===== src/rtl/core/nhp_pkg.sv =====
// Shared constants, types and helpers for the heading and position sentence parser.
package nhp_pkg;

    // Number format
    localparam int FRACTION_DIGITS = 6;
    localparam int INTEGRAL_DIGITS = 5;

    // Elaboration-time power of ten, wide enough for the combined digit count
    function automatic longint pow10(input int n);
        longint p;
        p = 1;
        for (int i = 0; i < n; i++)
        begin
            p = p * 10;
        end
        return p;
    endfunction

    localparam longint INT_LIM   = pow10(INTEGRAL_DIGITS) - 1;
    localparam longint SCALE     = pow10(FRACTION_DIGITS);
    localparam longint VAL_LIM   = pow10(INTEGRAL_DIGITS + FRACTION_DIGITS) - 1;
    // Largest fraction sum: every digit byte at its top code (255 - 48)
    localparam longint FRAC_MAX  = 207 * ((SCALE - 1) / 9);
    localparam longint TOP_WGT   = pow10(FRACTION_DIGITS - 1);

    localparam int DIGIT_W   = 9;
    localparam int INT_W     = $clog2(INT_LIM + 1) + 1;
    localparam int INT_EXT_W = $clog2(INT_LIM * 10 + 208) + 1;
    localparam int FRAC_W    = $clog2(FRAC_MAX + 1) + 1;
    localparam int WEIGHT_W  = $clog2(TOP_WGT + 1);
    localparam int FD_W      = $clog2(FRACTION_DIGITS + 1);
    localparam int PROD_W    = $clog2(INT_LIM * SCALE + 1) + 1;
    localparam int SUM_W     = $clog2(INT_LIM * SCALE + FRAC_MAX + 1) + 1;
    localparam int VALUE_W   = 38;
    localparam int WIDE_W    = (SUM_W > VALUE_W) ? SUM_W : VALUE_W;
    localparam int FIELD_W   = 4;

    // Job queue between parser front and value back end
    localparam int QUEUE_DEPTH = 2;
    localparam int QPTR_W      = (QUEUE_DEPTH > 1) ? $clog2(QUEUE_DEPTH) : 1;
    localparam int QCNT_W      = $clog2(QUEUE_DEPTH + 1);

    // Sentence bytes
    localparam logic [7:0] CHAR_DOLLAR = 8'h24;
    localparam logic [7:0] CHAR_H      = 8'h48;
    localparam logic [7:0] CHAR_POINT  = 8'h2E;
    localparam logic [7:0] CHAR_COMMA  = 8'h2C;
    localparam logic [7:0] CHAR_S      = 8'h53;
    localparam logic [7:0] CHAR_W      = 8'h57;
    localparam logic [7:0] CHAR_ZERO   = 8'd48;

    // Field numbers in position sentences
    localparam logic [FIELD_W-1:0] LAT_FIELD  = 4'd3;
    localparam logic [FIELD_W-1:0] LON_FIELD  = 4'd5;
    localparam logic [FIELD_W-1:0] LAT_SIGN   = 4'd4;
    localparam logic [FIELD_W-1:0] FIELD_MAX  = 4'd15;

    // Sentence mode register codes
    localparam logic MODE_HEADING  = 1'b0;
    localparam logic MODE_POSITION = 1'b1;

    typedef enum logic [1:0] {
        KIND_HEADING = 2'd0,
        KIND_LAT     = 2'd1,
        KIND_LON     = 2'd2
    } kind_t;

    // One finished field waiting for scaling, clamping and sign
    typedef struct packed {
        kind_t                      kind;
        logic                       negate;
        logic signed [INT_W-1:0]    integral;
        logic signed [FRAC_W-1:0]   fraction;
    } job_t;

    // Weight of the k-th fraction digit: 10^(FRACTION_DIGITS-1-k)
    function automatic logic [WEIGHT_W-1:0] frac_weight(input logic [FD_W-1:0] k);
        logic [WEIGHT_W-1:0] w;
        longint              p;
        w = '0;
        p = 1;
        for (int i = FRACTION_DIGITS - 1; i >= 0; i--)
        begin
            if (k == FD_W'(i))
            begin
                w = WEIGHT_W'(p);
            end
            p = p * 10;
        end
        return w;
    endfunction

endpackage


===== src/rtl/core/nhp_front.sv =====
// Byte classifier and field accumulator: tracks sentence state and issues value jobs.
module nhp_front (
    input  logic          clk,
    input  logic          rst_n,
    input  logic          cfg_write,
    input  logic          cfg_data,
    input  logic          in_valid,
    output logic          in_stall,
    input  logic [7:0]    char_byte,
    input  logic          queue_full,
    output logic          job_push,
    output nhp_pkg::job_t job
);
    import nhp_pkg::*;

    logic                      mode_reg;
    logic [FIELD_W-1:0]        field_count_reg, field_count_next;
    logic                      after_start_reg, after_start_next;
    logic                      heading_reg, heading_next;
    logic signed [INT_W-1:0]   integral_reg, integral_next;
    logic signed [FRAC_W-1:0]  fraction_reg, fraction_next;
    logic [FD_W-1:0]           frac_digits_reg, frac_digits_next;
    logic                      seen_point_reg, seen_point_next;
    logic                      value_done_reg, value_done_next;
    logic                      pending_valid_reg, pending_valid_next;
    logic signed [INT_W-1:0]   pend_int_reg, pend_int_next;
    logic signed [FRAC_W-1:0]  pend_frac_reg, pend_frac_next;

    localparam logic signed [INT_EXT_W-1:0] TEN       = INT_EXT_W'(10);
    localparam logic signed [INT_EXT_W-1:0] INT_LIM_S = INT_EXT_W'(INT_LIM);

    logic                        accept;
    logic                        is_dollar;
    logic                        is_comma;
    logic                        head_now;
    logic                        num_field;
    logic                        lat_sign;
    logic signed [DIGIT_W-1:0]   digit;
    logic signed [INT_EXT_W-1:0] int_wide;
    logic signed [INT_W-1:0]     int_sat;
    logic signed [FRAC_W-1:0]    frac_add;

    assign in_stall  = queue_full;
    assign accept    = in_valid && !queue_full;
    assign is_dollar = (char_byte == CHAR_DOLLAR);
    assign is_comma  = (char_byte == CHAR_COMMA);
    assign head_now  = after_start_reg ? (char_byte == CHAR_H) : heading_reg;
    assign num_field = (field_count_reg == LAT_FIELD) || (field_count_reg == LON_FIELD);
    assign lat_sign  = (field_count_reg == LAT_SIGN);
    assign digit     = $signed({1'b0, char_byte}) - $signed({1'b0, CHAR_ZERO});

    // integral*10 + digit, held to the integral limit
    always_comb
    begin
        int_wide = INT_EXT_W'(integral_reg) * TEN + INT_EXT_W'(digit);
        priority if (int_wide > INT_LIM_S)
        begin
            int_sat = INT_W'(INT_LIM_S);
        end
        else if (int_wide < -INT_LIM_S)
        begin
            int_sat = INT_W'(-INT_LIM_S);
        end
        else
        begin
            int_sat = INT_W'(int_wide);
        end
    end

    assign frac_add = FRAC_W'(digit)
                    * FRAC_W'($signed({1'b0, frac_weight(frac_digits_reg)}));

    always_comb
    begin
        field_count_next   = field_count_reg;
        after_start_next   = after_start_reg;
        heading_next       = heading_reg;
        integral_next      = integral_reg;
        fraction_next      = fraction_reg;
        frac_digits_next   = frac_digits_reg;
        seen_point_next    = seen_point_reg;
        value_done_next    = value_done_reg;
        pending_valid_next = pending_valid_reg;
        pend_int_next      = pend_int_reg;
        pend_frac_next     = pend_frac_reg;
        job_push           = 1'b0;
        job.kind           = KIND_HEADING;
        job.negate         = 1'b0;
        job.integral       = integral_reg;
        job.fraction       = fraction_reg;

        if (accept)
        begin
            if (is_dollar)
            begin
                // Start of sentence: drop everything
                field_count_next   = '0;
                after_start_next   = 1'b1;
                heading_next       = 1'b0;
                integral_next      = '0;
                fraction_next      = '0;
                frac_digits_next   = '0;
                seen_point_next    = 1'b0;
                value_done_next    = 1'b0;
                pending_valid_next = 1'b0;
            end
            else
            begin
                after_start_next = 1'b0;
                heading_next     = head_now;

                // The byte after a stored position field carries its sign
                if (mode_reg == MODE_POSITION && pending_valid_reg)
                begin
                    job_push           = 1'b1;
                    job.kind           = lat_sign ? KIND_LAT : KIND_LON;
                    job.negate         = lat_sign ? (char_byte == CHAR_S)
                                                  : (char_byte == CHAR_W);
                    job.integral       = pend_int_reg;
                    job.fraction       = pend_frac_reg;
                    pending_valid_next = 1'b0;
                end

                if (is_comma)
                begin
                    if (mode_reg == MODE_HEADING)
                    begin
                        if (head_now && seen_point_reg && !value_done_reg)
                        begin
                            job_push        = 1'b1;
                            job.kind        = KIND_HEADING;
                            job.negate      = 1'b0;
                            job.integral    = integral_reg;
                            job.fraction    = fraction_reg;
                            value_done_next = 1'b1;
                        end
                    end
                    else if (num_field)
                    begin
                        pend_int_next      = integral_reg;
                        pend_frac_next     = fraction_reg;
                        pending_valid_next = 1'b1;
                    end
                    integral_next    = '0;
                    fraction_next    = '0;
                    frac_digits_next = '0;
                    seen_point_next  = 1'b0;
                    if (field_count_reg != FIELD_MAX)
                    begin
                        field_count_next = field_count_reg + 1'b1;
                    end
                end
                else if (mode_reg == MODE_HEADING || num_field)
                begin
                    priority if (char_byte == CHAR_POINT && !seen_point_reg)
                    begin
                        seen_point_next = 1'b1;
                    end
                    else if (!seen_point_reg)
                    begin
                        integral_next = int_sat;
                    end
                    else if (frac_digits_reg < FD_W'(FRACTION_DIGITS))
                    begin
                        fraction_next    = fraction_reg + frac_add;
                        frac_digits_next = frac_digits_reg + 1'b1;
                    end
                end
            end
        end
    end

    always_ff @(posedge clk or negedge rst_n)
    begin
        if (!rst_n)
        begin
            mode_reg          <= MODE_HEADING;
            field_count_reg   <= '0;
            after_start_reg   <= 1'b0;
            heading_reg       <= 1'b0;
            integral_reg      <= '0;
            fraction_reg      <= '0;
            frac_digits_reg   <= '0;
            seen_point_reg    <= 1'b0;
            value_done_reg    <= 1'b0;
            pending_valid_reg <= 1'b0;
        end
        else
        begin
            if (cfg_write)
            begin
                mode_reg <= cfg_data;
            end
            field_count_reg   <= field_count_next;
            after_start_reg   <= after_start_next;
            heading_reg       <= heading_next;
            integral_reg      <= integral_next;
            fraction_reg      <= fraction_next;
            frac_digits_reg   <= frac_digits_next;
            seen_point_reg    <= seen_point_next;
            value_done_reg    <= value_done_next;
            pending_valid_reg <= pending_valid_next;
        end
    end

    always_ff @(posedge clk)
    begin
        pend_int_reg  <= pend_int_next;
        pend_frac_reg <= pend_frac_next;
    end

    a_dollar_clears: assert property (@(posedge clk) disable iff (!rst_n)
        (accept && is_dollar) |=> (after_start_reg && field_count_reg == '0
                                   && !pending_valid_reg && !seen_point_reg))
        else $error("sentence start did not clear parser state");

    a_frac_needs_point: assert property (@(posedge clk) disable iff (!rst_n)
        !seen_point_reg |-> (frac_digits_reg == '0))
        else $error("fraction digits counted without a point");

    a_position_job_mode: assert property (@(posedge clk) disable iff (!rst_n)
        (job_push && job.kind != KIND_HEADING) |-> (mode_reg == MODE_POSITION))
        else $error("position value issued in heading mode");

endmodule


===== src/rtl/core/nhp_queue.sv =====
// Short job queue between the parser front and the value back end.
module nhp_queue (
    input  logic          clk,
    input  logic          rst_n,
    input  logic          push,
    input  nhp_pkg::job_t push_job,
    output logic          full,
    input  logic          pop,
    output logic          head_valid,
    output nhp_pkg::job_t head_job
);
    import nhp_pkg::*;

    job_t              slot_reg [QUEUE_DEPTH];
    logic [QPTR_W-1:0] wr_ptr_reg, wr_ptr_next;
    logic [QPTR_W-1:0] rd_ptr_reg, rd_ptr_next;
    logic [QCNT_W-1:0] count_reg, count_next;

    assign full       = (count_reg == QCNT_W'(QUEUE_DEPTH));
    assign head_valid = (count_reg != '0);
    assign head_job   = slot_reg[rd_ptr_reg];

    always_comb
    begin
        wr_ptr_next = wr_ptr_reg;
        rd_ptr_next = rd_ptr_reg;
        count_next  = count_reg;
        if (push)
        begin
            wr_ptr_next = (wr_ptr_reg == QPTR_W'(QUEUE_DEPTH - 1)) ? '0 : wr_ptr_reg + 1'b1;
        end
        if (pop)
        begin
            rd_ptr_next = (rd_ptr_reg == QPTR_W'(QUEUE_DEPTH - 1)) ? '0 : rd_ptr_reg + 1'b1;
        end
        unique case ({push, pop})
            2'b10:   count_next = count_reg + 1'b1;
            2'b01:   count_next = count_reg - 1'b1;
            default: count_next = count_reg;
        endcase
    end

    always_ff @(posedge clk or negedge rst_n)
    begin
        if (!rst_n)
        begin
            wr_ptr_reg <= '0;
            rd_ptr_reg <= '0;
            count_reg  <= '0;
        end
        else
        begin
            wr_ptr_reg <= wr_ptr_next;
            rd_ptr_reg <= rd_ptr_next;
            count_reg  <= count_next;
        end
    end

    always_ff @(posedge clk)
    begin
        if (push)
        begin
            slot_reg[wr_ptr_reg] <= push_job;
        end
    end

    a_no_overflow: assert property (@(posedge clk) disable iff (!rst_n)
        push |-> !full)
        else $error("job pushed into a full queue");

endmodule


===== src/rtl/core/nhp_back.sv =====
// Value back end: scale, add fraction, clamp, apply sign, hold result for output.
module nhp_back (
    input  logic                              clk,
    input  logic                              rst_n,
    input  logic                              job_valid,
    input  nhp_pkg::job_t                     job,
    output logic                              job_pop,
    output logic                              out_valid,
    input  logic                              out_stall,
    output logic [1:0]                        value_kind,
    output logic signed [nhp_pkg::VALUE_W-1:0] value_micro
);
    import nhp_pkg::*;

    localparam logic signed [PROD_W-1:0] SCALE_S = PROD_W'(SCALE);
    localparam logic signed [WIDE_W-1:0] VAL_LIM_S = WIDE_W'(VAL_LIM);

    // Stage 1: integral scaled
    logic                      s1_valid_reg, s1_valid_next;
    logic signed [PROD_W-1:0]  prod_reg;
    logic signed [FRAC_W-1:0]  s1_frac_reg;
    kind_t                     s1_kind_reg;
    logic                      s1_neg_reg;

    // Stage 2: output register
    logic                      out_valid_reg, out_valid_next;
    kind_t                     out_kind_reg;
    logic signed [VALUE_W-1:0] out_value_reg;

    logic                      s2_free;
    logic                      s1_free;
    logic signed [WIDE_W-1:0]  sum;
    logic signed [WIDE_W-1:0]  clamped;
    logic signed [WIDE_W-1:0]  signed_val;

    assign s2_free = !out_valid_reg || !out_stall;
    assign s1_free = !s1_valid_reg || s2_free;
    assign job_pop = job_valid && s1_free;

    assign s1_valid_next  = job_pop || (s1_valid_reg && !s2_free);
    assign out_valid_next = s2_free ? s1_valid_reg : out_valid_reg;

    always_comb
    begin
        sum = WIDE_W'(prod_reg) + WIDE_W'(s1_frac_reg);
        priority if (sum > VAL_LIM_S)
        begin
            clamped = VAL_LIM_S;
        end
        else if (sum < -VAL_LIM_S)
        begin
            clamped = -VAL_LIM_S;
        end
        else
        begin
            clamped = sum;
        end
        signed_val = s1_neg_reg ? -clamped : clamped;
    end

    always_ff @(posedge clk or negedge rst_n)
    begin
        if (!rst_n)
        begin
            s1_valid_reg  <= 1'b0;
            out_valid_reg <= 1'b0;
        end
        else
        begin
            s1_valid_reg  <= s1_valid_next;
            out_valid_reg <= out_valid_next;
        end
    end

    always_ff @(posedge clk)
    begin
        if (job_pop)
        begin
            prod_reg    <= PROD_W'(job.integral) * SCALE_S;
            s1_frac_reg <= job.fraction;
            s1_kind_reg <= job.kind;
            s1_neg_reg  <= job.negate;
        end
        if (s2_free && s1_valid_reg)
        begin
            out_kind_reg  <= s1_kind_reg;
            out_value_reg <= signed_val[VALUE_W-1:0];
        end
    end

    assign out_valid   = out_valid_reg;
    assign value_kind  = out_kind_reg;
    assign value_micro = out_value_reg;

    a_pop_fills_stage: assert property (@(posedge clk) disable iff (!rst_n)
        job_pop |=> s1_valid_reg)
        else $error("popped job lost before scaling stage");

endmodule


===== src/rtl/core/nmea_heading_position_parser.sv =====
// Top level of the heading and position sentence parser.
//
//  Channel   Direction  Handshake              Payload
//  -------   ---------  ---------------------  ---------------------------------
//  input     in         in_valid / in_stall    char_byte[7:0]
//  output    out        out_valid / out_stall  value_kind[1:0], value_micro[37:0]
//  config    in         cfg_write              cfg_data (sentence mode)
//
// One byte is taken every cycle while the job queue has room; in_stall is the
// queue-full flag. A byte that finishes a value reaches out_valid by way of the
// queue slot, then the scaling multiply, then add and clamp into the output
// register.
// Reset is asynchronous and clears all sentence state and the mode register;
// there is no clearing pass, so bytes are taken from the first cycle after reset.
// A stall on the output holds the output register, then the scaling stage, then
// fills the two-entry queue before the input stalls.
module nmea_heading_position_parser (
    input  logic                               clk,
    input  logic                               rst_n,
    input  logic                               cfg_write,
    input  logic                               cfg_data,
    input  logic                               in_valid,
    output logic                               in_stall,
    input  logic [7:0]                         char_byte,
    output logic                               out_valid,
    input  logic                               out_stall,
    output logic [1:0]                         value_kind,
    output logic signed [nhp_pkg::VALUE_W-1:0] value_micro
);
    import nhp_pkg::*;

    // Front to queue
    logic  job_push;
    job_t  front_job;
    logic  queue_full;

    // Queue to back end
    logic  head_valid;
    job_t  head_job;
    logic  job_pop;

    // Classify each byte, keep field accumulators, issue a job per finished value
    nhp_front u_front (
        .clk        (clk),
        .rst_n      (rst_n),
        .cfg_write  (cfg_write),
        .cfg_data   (cfg_data),
        .in_valid   (in_valid),
        .in_stall   (in_stall),
        .char_byte  (char_byte),
        .queue_full (queue_full),
        .job_push   (job_push),
        .job        (front_job)
    );

    // Decouple the front from output back-pressure
    nhp_queue u_queue (
        .clk        (clk),
        .rst_n      (rst_n),
        .push       (job_push),
        .push_job   (front_job),
        .full       (queue_full),
        .pop        (job_pop),
        .head_valid (head_valid),
        .head_job   (head_job)
    );

    // Scale to micro units, clamp, apply sign, hold the result transaction
    nhp_back u_back (
        .clk         (clk),
        .rst_n       (rst_n),
        .job_valid   (head_valid),
        .job         (head_job),
        .job_pop     (job_pop),
        .out_valid   (out_valid),
        .out_stall   (out_stall),
        .value_kind  (value_kind),
        .value_micro (value_micro)
    );

endmodule

===== config.mk =====
export PLATFORM = sky130hd
export DESIGN_NAME = nmea_heading_position_parser
export DESIGN_NICKNAME = d
export VERILOG_FILES = /design/src/rtl/core/nhp_pkg.sv /design/src/rtl/core/nhp_front.sv /design/src/rtl/core/nhp_queue.sv /design/src/rtl/core/nhp_back.sv /design/src/rtl/core/nmea_heading_position_parser.sv
export SDC_FILE = /design/constraint.sdc
export NUM_CORES = 1
export LEC_CHECK = 0
export BUFFER_PORTS_ARGS = -buffer_cell sky130_fd_sc_hd__buf_4
export CORE_UTILIZATION = 50
export CTS_CLUSTER_SIZE = 28
export DETAILED_ROUTE_END_ITERATION = 16
export PLACE_DENSITY = 0.63
export RECOVER_POWER = 25
export SLEW_MARGIN = 10
export SYNTH_ARGS = -nofsm -noshare
export SYNTH_HDL_FRONTEND = slang
export SYNTH_SLANG_ARGS = --single-unit

===== constraint.sdc =====
create_clock -name clk -period 9.3 [get_ports clk]
set_input_delay 1.395 -clock clk [delete_from_list [all_inputs] [get_ports clk]]
set_output_delay 1.395 -clock clk [all_outputs]
set_load 0.1 [all_outputs]

==> flow_summary.ini <==
[logic_synthesis]
synth-seq-cells = 302
synth_ff_type = sky130_fd_sc_hd__edfxtp_1
synth_top_cells_by_area = sky130_fd_sc_hd__edfxtp_1 (28%), sky130_fd_sc_hd__ha_1 (15%), sky130_fd_sc_hd__fa_1 (14%)
average_cell_area_after_synthesis_um2 = 10.5
synth-seq-area-share = 0.338
synth_cell_types = 89
yosys_warnings = 0
mappedNetlistNets = 2977
synth_top_cell_by_area = sky130_fd_sc_hd__edfxtp_1
synth-async-reset-ratio = 0.209
cell_area_after_synthesis_um2 = 25900
synth_cells = 2460
netlist.area_leader.share = 0.277
synth_enable_flop_cells = 239

[clock_network]
cts_tree = yes
hold_buffer_count_at_cts = 0
cts_made_buffers = 34
root_buffer = sky130_fd_sc_hd__clkbuf_16
cts.repair_timing.setup_buffer_count = 0
ctsResizeCount = 0
cts_max_path_buffers = 3
clkTransAtPathRegs_ps = 60
clock_latency_ps = 540
clock_tree.htree_level_count = 2
cts_num_sinks = 302

[worst_setup_path]
path_buf_inv = 1
cp_slowest_stage_delay_ps = 500
critical_path.most_common_cell = sky130_fd_sc_hd__ha_1
timing.critical_path.fanout_max = 6
critical-path-top-delay-family = compound AO/OA/AOI/OAI gates
crit_path_end_kind = flip-flop
critPathLaunchType = flip-flop
worstSetupPathType = flip-flop to flip-flop
crit_arrival_ps = 8180
crit_required_ps = 9590
worstReg2RegStart = u_back.s1_frac_reg[6]$_DFFE_PP_
critPathSlowestCell = sky130_fd_sc_hd__xnor2_1
r2r_setup_slack_ps = 1410
start_point_of_the_critical_path = u_back.s1_frac_reg[6]$_DFFE_PP_

[floorplanning]
core_region_area_um2 = 51300
design.portCount = 56
placement_rows = 83
fp.dieH_um = 230
die_ar_um2 = 52800
die_w_um = 230
start_util = 0.506

[timing]
total_negative_setup_slack_ps = 0
worstMarginPinSlew_ps = 2620
min_period_ps = 7890
clock-skew-final_ps = 25.9
max_freq_mhz = 127
rsz0062_at_grt = false
finalHoldViolCount = 0
timing_max_transition_violations_final = 91
final-setup-viol-count = 0
timing.slew.headroom = -0.744
timing.final.crit_share = 0.848

[placed_design]
placement.io_buffers = 55
routabilityCongestion = 0.937
dp_hpwl_um = 46300

[final_layout]
largest_register_ffs = 94
final_cell_mix = sky130_fd_sc_hd__ha_1 (317), sky130_fd_sc_hd__inv_1 (311), sky130_fd_sc_hd__edfxtp_1 (239), sky130_fd_sc_hd__fa_1 (186), sky130_fd_sc_hd__nand2_1 (162)
sequential_cell_area_um2 = 8750
fill_cells = 4474
drive_gt1_frac = 0.103
antenna_cells = 0
areaGrowthSynthToFinish_pct = 8.96
num-nets-final = 3019
mostFrequentLayoutCell = sky130_fd_sc_hd__ha_1
total_area_of_multi_input_combinational_cells_um2 = 15800

[grt]
globalRouteMet2Util = 0.392
use_met3 = 0.0277
grt_antenna_before_repair = 0
total_gr_overflow = 0
grt_start_max_net_pins = 64
grt_util_all_layers = 0.227
busiest_layer = met2
wire_length_of_the_first_global_routing_pass_um = 95800
global_route.usage.met1 = 0.300
number_of_global_route_vias_before_repair = 18300

[status]
violations = DRC, capacitance limit, slew limit
outcome = finished, violations left

[drt]
post_drt_via_cell_ratio = 5.57
dr.pass1.iters = 15
totalWireLength_um = 58600
drt_iter0_drc = 1067
detail_route.drc_violations = 2
ant_nets = 0
detailroute.via_count = 17800
detail_route.wl_per_cell_um = 18.3

[job]
timing.max_cap.violations = 2

[min_path]
hold_class = flip-flop to flip-flop
worstHoldStart = u_back.s1_kind_reg[0]$_DFFE_PP_
-- worst paths after layout --
check                                                        to  depth (start not counted)
min reg2reg                      u_back.value_kind[0]$_DFFE_PP_                          0
max reg2reg                    u_back.value_micro[26]$_DFFE_PP_                         27
min                              u_back.value_kind[0]$_DFFE_PP_                          0
max                            u_back.value_micro[26]$_DFFE_PP_                         27
max in group asynchronous  u_front.integral_reg[13]$_DFFE_PN0P_                          2
min in group asynchronous   u_front.fraction_reg[4]$_DFFE_PN0P_                          1
-- synth_stat cells (all sizes together) (10+ instances only) --
library cell,count
o211ai,11
and3,17
a211oi,19
nand2,163
nand3,47
dfrtp,63
a21o,39
o21a,16
o21bai,11
nor2,145
clkbuf,62
nor3,53
o31ai,10
nor2b,15
xnor2,66
ha,317
o21ai,119
a31oi,19
inv,311
a21oi,132
xor2,37
and2,34
edfxtp,239
or2,20
buf,15
or3,13
nand4,20
nand2b,20
mux2,91
fa,186
-- metrics by stage --
step	utilization	hold slack (ps)	cell area (um^2)	std cells	setup slack [ps]
2_1_floorplan	-	400	25900	2460	680
3_3_place_gp	0.530	431	27200	3146	1100
3_5_place_dp	0.530	433	27200	3146	974
4_1_cts	0.551	448	28300	3205	1460
5_1_grt	0.551	462	28300	3205	911
6_report	0.551	441	28300	3205	1410
-- logic make-up (layout without fill, tap and decap cells) --
family | after synthesis | after routing | synth area share
AO/OA/AOI/OAI | 477 | 477 | 0.119
multiplexers | 96 | 96 | 0.0414
buffers and inverters | 389 | 454 | 0.0574
flip-flops | 302 | 302 | 0.338
adder cells (fa/ha/maj) | 503 | 503 | 0.297
AND/OR/NAND/NOR | 589 | 589 | 0.112
XOR/XNOR | 104 | 104 | 0.0359
-- layer usage --
layer / up-vias / part of all wire
li1: 8743 / -
met1: 8660 / 0.45
met2: 337 / 0.49
met3: 102 / 0.034
met4: 0 / 0.026
met5: - / 0
-- area by class of cell --
cell class                      instances  share of cell area
Multi-Input combinational cell       1769               0.558
Sequential cell                       302               0.310
Inverter                              312              0.0414
Clock buffer                           46              0.0336
Tap cell                              680              0.0301
Timing Repair Buffer                   83              0.0215
Clock inverter                         13             0.00531
Power is not shown: default switching activity piles up to over one toggle a cycle in this logic, so the estimate is an artifact.
